### config.mk
export PLATFORM = sky130hd
export DESIGN_NAME = debounced_on_interval_logger_unit
export DESIGN_NICKNAME = d
export VERILOG_FILES = /design/src/rtl/dol_pkg.sv /design/src/rtl/debounced_on_interval_logger_unit.sv
export SDC_FILE = /design/constraint.sdc
export NUM_CORES = 2
export LEC_CHECK = 0
export BUFFER_PORTS_ARGS = -buffer_cell sky130_fd_sc_hd__buf_2
export CAP_MARGIN = 10
export CORE_UTILIZATION = 30
export CTS_BUF_LIST = sky130_fd_sc_hd__clkbuf_16
export DETAILED_ROUTE_END_ITERATION = 10
export GPL_TIMING_DRIVEN = 0
export HOLD_SLACK_MARGIN = 0.02
export PLACE_DENSITY = 0.54
export SKIP_CTS_REPAIR_TIMING = 1
export SYNTH_ARGS = -nofsm -noshare
export SYNTH_HDL_FRONTEND = slang
export SYNTH_SLANG_ARGS = --single-unit
### constraint.sdc
create_clock -name clk -period 9 [get_ports clk]
set_clock_uncertainty 0.05 [all_clocks]
set_input_delay 1.8 -clock clk [delete_from_list [all_inputs] [get_ports clk]]
set_output_delay 1.8 -clock clk [all_outputs]
set_load 0.02 [all_outputs]
### src/rtl/dol_pkg.sv
`default_nettype none

package dol_pkg;

    // Sizing of the logger.
    localparam int CHANNELS      = 2;
    localparam int SESSION_SLOTS = 16;
    localparam int IDX_W         = 4;
    localparam int FILL_W        = 5;
    localparam int MS_W          = 32;
    localparam int SEC_W         = 32;
    localparam int DEBOUNCE_W    = 16;

    localparam logic [DEBOUNCE_W-1:0] DEBOUNCE_RESET = 16'd50;

    // Operation codes carried by an input item.
    localparam logic [1:0] OP_SAMPLE = 2'd0;
    localparam logic [1:0] OP_READ   = 2'd1;
    localparam logic [1:0] OP_CLEAR  = 2'd2;

    // One input item.
    typedef struct packed {
        logic [1:0]          op;
        logic [CHANNELS-1:0] pin_levels;
        logic [MS_W-1:0]     now_ms;
        logic                clock_valid;
        logic [SEC_W-1:0]    wall_seconds;
        logic [IDX_W-1:0]    read_index;
    } dol_item_t;

    // One result item.
    typedef struct packed {
        logic [CHANNELS-1:0] stable_on;
        logic [CHANNELS-1:0] open_sessions;
        logic [FILL_W-1:0]   stored_count;
        logic [CHANNELS-1:0] recorded_now;
        logic [CHANNELS-1:0] dropped_now;
        logic                entry_valid;
        logic                entry_channel;
        logic [SEC_W-1:0]    entry_start;
        logic [SEC_W-1:0]    entry_end;
        logic [SEC_W-1:0]    entry_duration;
    } dol_result_t;

    // One stored session.
    typedef struct packed {
        logic             channel;
        logic [SEC_W-1:0] start;
        logic [SEC_W-1:0] stop;
    } dol_entry_t;

endpackage

`default_nettype wire

### src/rtl/debounced_on_interval_logger_unit.sv
// Debounced on-interval logger.
//
// Input channel (in_valid, in_stall, in_item): each item is a pin sample,
// a read of one stored session, or a clear of the session store. An item
// is taken at a clock edge with in_valid high and in_stall low.
// Output channel (out_valid, out_stall, out_item): exactly one result item
// per input item, in order, showing the state after that item.
// Configuration (cfg_valid, cfg_ready, cfg_data): writes debounce_ms; the
// port is always ready and should be written only while the block is idle.
//
// An item's result is registered at the edge that takes it. Throughput is
// one item per cycle while no result is stalled; all per-channel
// debounce logic and the session append run in parallel between the input
// and the result register, and the 16-entry session store is a register
// file with one read and up to one write per channel each cycle.
// When the receiver stalls with a result waiting, in_stall rises and the
// held result stays unchanged until taken.
// Reset clears levels, sessions, the store fill count and the output valid
// and sets debounce_ms to 50; store contents are not cleared.
`default_nettype none

module debounced_on_interval_logger_unit (
    input  wire logic                                clk,
    input  wire logic                                rst_n,
    input  wire logic                                in_valid,
    output logic                                     in_stall,
    input  wire dol_pkg::dol_item_t                  in_item,
    output logic                                     out_valid,
    input  wire logic                                out_stall,
    output dol_pkg::dol_result_t                     out_item,
    input  wire logic                                cfg_valid,
    output logic                                     cfg_ready,
    input  wire logic [dol_pkg::DEBOUNCE_W-1:0]      cfg_data
);

    import dol_pkg::*;

    // State registers.
    logic [DEBOUNCE_W-1:0] debounce_reg;
    logic [CHANNELS-1:0]   level_reg, level_next;
    logic [CHANNELS-1:0]   settling_reg, settling_next;
    logic [MS_W-1:0]       seen_reg [CHANNELS];
    logic [MS_W-1:0]       seen_next [CHANNELS];
    logic [CHANNELS-1:0]   open_reg, open_next;
    logic [SEC_W-1:0]      start_reg [CHANNELS];
    logic [SEC_W-1:0]      start_next [CHANNELS];
    logic [FILL_W-1:0]     fill_reg, fill_next;
    dol_entry_t            store_reg [SESSION_SLOTS];

    logic                  out_valid_reg;
    dol_result_t           out_item_reg;
    dol_result_t           result;

    // Append requests, one per channel.
    logic [CHANNELS-1:0]   wr_en;
    logic [IDX_W-1:0]      wr_pos [CHANNELS];
    logic [CHANNELS-1:0]   rec;
    logic [CHANNELS-1:0]   drop;

    logic                  in_fire;
    logic [MS_W-1:0]       elapsed [CHANNELS];
    logic [FILL_W-1:0]     pos;
    logic                  raw;
    dol_entry_t            rd_entry;
    logic                  rd_hit;

    assign in_stall  = out_valid_reg && out_stall;
    assign in_fire   = in_valid && !in_stall;
    assign cfg_ready = 1'b1;
    assign out_valid = out_valid_reg;
    assign out_item  = out_item_reg;

    // Time since the first differing sample, per channel.
    always_comb
    begin
        for (int ch = 0; ch < CHANNELS; ch++)
        begin
            elapsed[ch] = in_item.now_ms - seen_reg[ch];
        end
    end

    // Debounce, session open/close and append positions for one item.
    always_comb
    begin
        level_next    = level_reg;
        settling_next = settling_reg;
        open_next     = open_reg;
        fill_next     = fill_reg;
        wr_en         = '0;
        rec           = '0;
        drop          = '0;
        pos           = fill_reg;
        raw           = 1'b0;
        for (int ch = 0; ch < CHANNELS; ch++)
        begin
            seen_next[ch]  = seen_reg[ch];
            start_next[ch] = start_reg[ch];
            wr_pos[ch]     = pos[IDX_W-1:0];
        end

        if (in_item.op == OP_SAMPLE)
        begin
            for (int ch = 0; ch < CHANNELS; ch++)
            begin
                raw        = !in_item.pin_levels[ch];
                wr_pos[ch] = pos[IDX_W-1:0];
                if (raw == level_reg[ch])
                begin
                    settling_next[ch] = 1'b0;
                end
                else if (!settling_reg[ch])
                begin
                    seen_next[ch]     = in_item.now_ms;
                    settling_next[ch] = 1'b1;
                end
                else if (elapsed[ch] >= MS_W'(debounce_reg))
                begin
                    level_next[ch]    = raw;
                    settling_next[ch] = 1'b0;
                    if (raw)
                    begin
                        if (in_item.clock_valid)
                        begin
                            start_next[ch] = in_item.wall_seconds;
                            open_next[ch]  = 1'b1;
                        end
                    end
                    else if (open_reg[ch] && in_item.clock_valid)
                    begin
                        open_next[ch] = 1'b0;
                        if (pos < FILL_W'(SESSION_SLOTS))
                        begin
                            wr_en[ch] = 1'b1;
                            rec[ch]   = 1'b1;
                            pos       = pos + 1'b1;
                        end
                        else
                        begin
                            drop[ch] = 1'b1;
                        end
                    end
                end
            end
            fill_next = pos;
        end
        else if (in_item.op == OP_CLEAR)
        begin
            fill_next = '0;
        end
    end

    // Read of one stored session.
    assign rd_entry = store_reg[in_item.read_index];
    assign rd_hit   = (in_item.op == OP_READ) && (FILL_W'(in_item.read_index) < fill_reg);

    // Result item, taken after the update.
    always_comb
    begin
        result                = '0;
        result.stable_on      = level_next;
        result.open_sessions  = open_next;
        result.stored_count   = fill_next;
        result.recorded_now   = rec;
        result.dropped_now    = drop;
        if (rd_hit)
        begin
            result.entry_valid    = 1'b1;
            result.entry_channel  = rd_entry.channel;
            result.entry_start    = rd_entry.start;
            result.entry_end      = rd_entry.stop;
            result.entry_duration = rd_entry.stop - rd_entry.start;
        end
    end

    // Control and per-channel state.
    always_ff @(posedge clk or negedge rst_n)
    begin
        if (!rst_n)
        begin
            debounce_reg  <= DEBOUNCE_RESET;
            level_reg     <= '0;
            settling_reg  <= '0;
            open_reg      <= '0;
            fill_reg      <= '0;
            out_valid_reg <= 1'b0;
            for (int ch = 0; ch < CHANNELS; ch++)
            begin
                seen_reg[ch]  <= '0;
                start_reg[ch] <= '0;
            end
        end
        else
        begin
            if (cfg_valid && cfg_ready)
            begin
                debounce_reg <= cfg_data;
            end
            if (in_fire)
            begin
                level_reg     <= level_next;
                settling_reg  <= settling_next;
                open_reg      <= open_next;
                fill_reg      <= fill_next;
                out_valid_reg <= 1'b1;
                for (int ch = 0; ch < CHANNELS; ch++)
                begin
                    seen_reg[ch]  <= seen_next[ch];
                    start_reg[ch] <= start_next[ch];
                end
            end
            else if (!out_stall)
            begin
                out_valid_reg <= 1'b0;
            end
        end
    end

    // Result register and session store.
    always_ff @(posedge clk)
    begin
        if (in_fire)
        begin
            out_item_reg <= result;
            for (int ch = 0; ch < CHANNELS; ch++)
            begin
                if (wr_en[ch])
                begin
                    store_reg[wr_pos[ch]] <= '{channel: 1'(ch),
                                               start:   start_reg[ch],
                                               stop:    in_item.wall_seconds};
                end
            end
        end
    end

    // The fill count never passes the store depth.
    assert property (@(posedge clk) disable iff (!rst_n)
        fill_reg <= FILL_W'(SESSION_SLOTS))
        else $error("session store fill count overflow");

    // A session is dropped only when the store is full.
    assert property (@(posedge clk) disable iff (!rst_n)
        out_valid && (out_item.dropped_now != '0)
            |-> out_item.stored_count == FILL_W'(SESSION_SLOTS))
        else $error("session dropped with room left");

    // A sample grows the fill count by the sessions it recorded.
    assert property (@(posedge clk) disable iff (!rst_n)
        in_fire && (in_item.op == OP_SAMPLE)
            |=> out_item.stored_count
                == $past(fill_reg) + FILL_W'($countones(out_item.recorded_now)))
        else $error("fill count does not match recorded sessions");

    // Only samples record or drop sessions.
    assert property (@(posedge clk) disable iff (!rst_n)
        in_fire && (in_item.op != OP_SAMPLE)
            |=> (out_item.recorded_now == '0) && (out_item.dropped_now == '0))
        else $error("non-sample item reported a session");

    // A stalled result is held.
    assert property (@(posedge clk) disable iff (!rst_n)
        out_valid && out_stall |=> out_valid && $stable(out_item))
        else $error("held result changed under stall");

endmodule

`default_nettype wire

==> impl_metrics.csv <==
group,metric,value,unit
die,dieWidth,471,µm
clock_tree,insertion_delay,0.80,ns
clock_tree,clk_pin_slew,0.06,ns
logic_synthesis,yosysSeqAreaShare,58.0,%
logic_synthesis,syn_avg_cell_area,13.2,µm²
setup_path,endpoint_kind,"flip-flop",
logic_synthesis,netlist.top_cell.by_area,"edfxtp_1",
clock_tree,root_buffer,"clkbuf_16",
logic_synthesis,yosys.cell_types.count,88,
run,drv_cap,0,
setup_path,start_kind,"primary input",
logic_synthesis,yosys-top-cells-area,"edfxtp_1 (52%), mux4_2 (11%), dfrtp_1 (5.8%), and2_1 (4.0%), o21ai_0 (3.4%)",
setup_path,crit_top_cell,"clkbuf_1",
logic_synthesis,synth_edf_count,1135,
power_and_ir_drop,p_switching,4810,µW
outcome,status,"finished, final reports clean",
route,detail-route-antenna-nets,0,
power_and_ir_drop,internal_power,11300,µW
route,drt_first_pass_iters,6,
setup_path,critPathBufInv,5,
logic_synthesis,synth.most_common_cell,"edfxtp_1",
die,die-area,222000,µm²
setup_path,path_cells,"buf_2 -> clkbuf_1 -> clkbuf_1 -> clkbuf_1 -> mux4_2 -> mux4_2 -> inv_1 -> ha_1 -> nor2b_1 -> o2111a_1 -> a2111oi_1 -> o211ai_1 -> nand3_1 -> nand3_1 -> o211ai_1 -> a41oi_1 -> o21ai_0 -> o221ai_1 -> o31a_1 -> xnor2_1 -> nor2_1",
power_and_ir_drop,p_sw_share,29.8,%
placement,place_congestion,0.882,
die,die_y,471,µm
die,start_util,30.3,%
logic_synthesis,synthArstFlopShare,11.9,%
timing,clock.fmax,114,MHz
setup_path,crit_start,"in_item[1]",
power_and_ir_drop,pwr-share-clk,35.9,%
timing,setup_viol,0,
route,wl,221000,µm
setup_path,worstPathRequired,9.48,ns
route,drc,0,
layout,finalNonFillerCells,8369,
setup_path,slowest_delay,0.89,ns
layout,fin_nets,5626,
route,drt_iter0_drc,5210,
die,fp-row-count,171,
timing,maxSlewHeadroom,20.5,%
logic_synthesis,ys_warn_count,0,
logic_synthesis,ys_seq_elements,1307,
placement,port-buffer-count,204,
global_routing,grt_max_degree,96,
logic_synthesis,synth_area,66100,µm²
timing,max_slew.worst_pin.slew,1.19,ns
global_routing,grt_pass1_vias,45064,
power_and_ir_drop,power,16100,µW
layout,drive_above_1_share,19.1,%
power_and_ir_drop,power.density,212,nW/µm²
placement,dp_hpwl,163000,µm
setup_path,crit_slowest_cell,"clkbuf_1",
logic_synthesis,synthCells,5008,
timing,rsz0062_at_grt,"false",
clock_tree,cts_tree,"built",
power_and_ir_drop,p_leak,0.0270,µW
setup_path,crit_fanout,10,
power_and_ir_drop,ir_drop,195,µV
worst_hold_path,hp-class,"flip-flop to flip-flop",
clock_tree,cts_buffers,144,
setup_path,crit_arrival,9.28,ns
route,routedWlPerCell,26.5,µm
layout,largest_reg_flops,1040,
timing,slew_viol_final,0,
setup_path,critPathTopFamily,"compound AO/OA/AOI/OAI gates",
global_routing,grt_pass1_wl,317000,µm
global_routing,antenna_found_initial,20,
timing,finalCritPeriodShare,97.8,%
timing,period_needed,8.80,ns
setup_path,worstSetupPathType,"primary input to flip-flop",
placement,dp.cells,8092,
die,io_pins,208,
setup_path,reg2reg_from,"seen_reg[36]$_DFFE_PN0P_",
logic_synthesis,yosysTopAreaCellShare,51.6,%
route,vias_per_cell,5.38,
logic_synthesis,syn_nets,5240,
clock_tree,clockBufferDepth,3,
power_and_ir_drop,combinationalPowerShare,21.4,%
route,vias,45040,
die,core-area,218000,µm²
layout,areaGrowthSynthToFinish,15.2,%
clock_tree,cts.sinks,1307,
logic_synthesis,ys.flop_type,"edfxtp_1",
global_routing,overflow,0,
power_and_ir_drop,pwr-share-seq,42.7,%
global_routing,track_usage,19.6,%
logic_synthesis,synth_commonest_cells,"edfxtp_1 (1135), o21ai_0 (449), and2_1 (423), nand3_1 (365), mux4_2 (326)",
worst_hold_path,min-delay-start,"store_reg[2][64]$_SDFFE_PP1P_",
clock_tree,htreeDepth,4,
layout,nFillCells,21252,
timing,final_hold_viol_count,0,
==> power groups by stage <==
stage                     logic [µW]  registers [µW]  clock network (µW)
after floorplan                 2400            7010                   0
after global placement          3390            7010                   0
after detailed placement        3410            7010                   0
after CTS                       3430            6880                5870
after global routing            3810            6910                6100
final                           3450            6880                5790
==> layout make-up <==
type	instances	area (µm²)	share of cell area [%]
tap	2854	3570	4.69
inverter	189	724	0.952
buffer	469	2070	2.71
antenna	3	7.51	0.00986
timing repair buffer	240	1830	2.40
multi-input combinational	3043	25100	32.9
sequential	1307	38300	50.3
clock inverter	118	906	1.19
clock buffer	146	3650	4.80
==> placed cells by master (no fill, tap or decap), types with 19 or more instances in the layout <==
master,instances
edfxtp_1,1135
o21ai_0,449
and2_1,423
nand3_1,365
mux4_2,326
clkbuf_1,271
buf_2,263
inv_1,228
nand2_1,224
dfrtp_1,153
clkbuf_16,146
nor2_1,136
ha_1,135
a22o_1,130
mux2_2,94
nor2b_1,91
buf_1,90
a21oi_1,89
mux2i_1,73
nor2b_2,58
xnor2_1,45
a21o_1,36
nor3_1,35
and3_1,29
clkinv_1,28
nand2b_1,23
xor2_1,23
clkinv_2,23
buf_16,21
buf_6,20
o21bai_1,19
==> path summary, 6_finish.rpt <==
| check | endpoint | slack (ns) | cells past startpoint |
|---|---|---|---|
| worst max-delay path | out_item[29]$_SDFFCE_PN0P_ | 0.20 | 21 |
| worst min-delay path | store_reg[2][64]$_SDFFE_PP1P_ | 0.39 | 2 |
| worst max register to register | store_reg[3][46]$_DFFE_PP_ | 1.40 | 23 |
| worst min register to register | store_reg[2][64]$_SDFFE_PP1P_ | 0.39 | 2 |
| max in group asynchronous | debounce_reg[0]$_DFFE_PN0P_ | 7.08 | 2 |
| min in group asynchronous | start_reg[15]$_DFFE_PN0P_ | 0.95 | 1 |
==> metal layers <==
metal | vias to the layer above | part of all wire [%] | GRT usage, %
met4 | 16 | 3.4 | 6.80
met3 | 497 | 8.9 | 4.73
met2 | 2166 | 47 | 32.0
met1 | 22798 | 41 | 25.3
met5 | - | 0.045 | 0
li1 | 19563 | - | -
==> metrics by stage <==
stage | setup TNS, ns | hold WS, ns | setup WS [ns] | cell area, µm² | util [%]
2_1_floorplan | 0 | 0.368 | 0.886 | 66100 | -
3_3_place_gp | -1971.67 | 0.380 | -2.87 | 70700 | 32.4
3_5_place_dp | -14.86 | 0.384 | -1.31 | 71400 | 32.7
4_1_cts | -1.57 | 0.393 | -0.471 | 75900 | 34.8
5_1_grt | 0 | 0.419 | 0.0102 | 76100 | 34.9
6_report | 0 | 0.395 | 0.198 | 76100 | 34.9
==> logic make-up (layout without fill, tap and decap cells) <==
logic type	Yosys count	count (layout)	share of synthesized area, %
AOI/OAI and AO/OA	877	877	8.42
muxes	493	493	13.8
xor gates and xnor gates	68	68	0.901
and+or+nand+nor	1466	1466	12.1
DFF	1307	1307	58.0
adders and majority gates	138	138	2.65
other	1	4	0.00568
buffers and inverters	658	1162	4.10
==> worst reg2reg max path, delay by kind of cell (launching register included) <==
family	cells	cell delay [ns]
adder cells (fa/ha/maj)	2	0.60
flip-flops	1	0.34
buffers and inverters	4	1.10
AO/OA/AOI/OAI	10	3.08
XOR/XNOR	1	0.14
AND/OR/NAND/NOR	6	1.86
No activity file was read; power rests on OpenSTA's default activity.
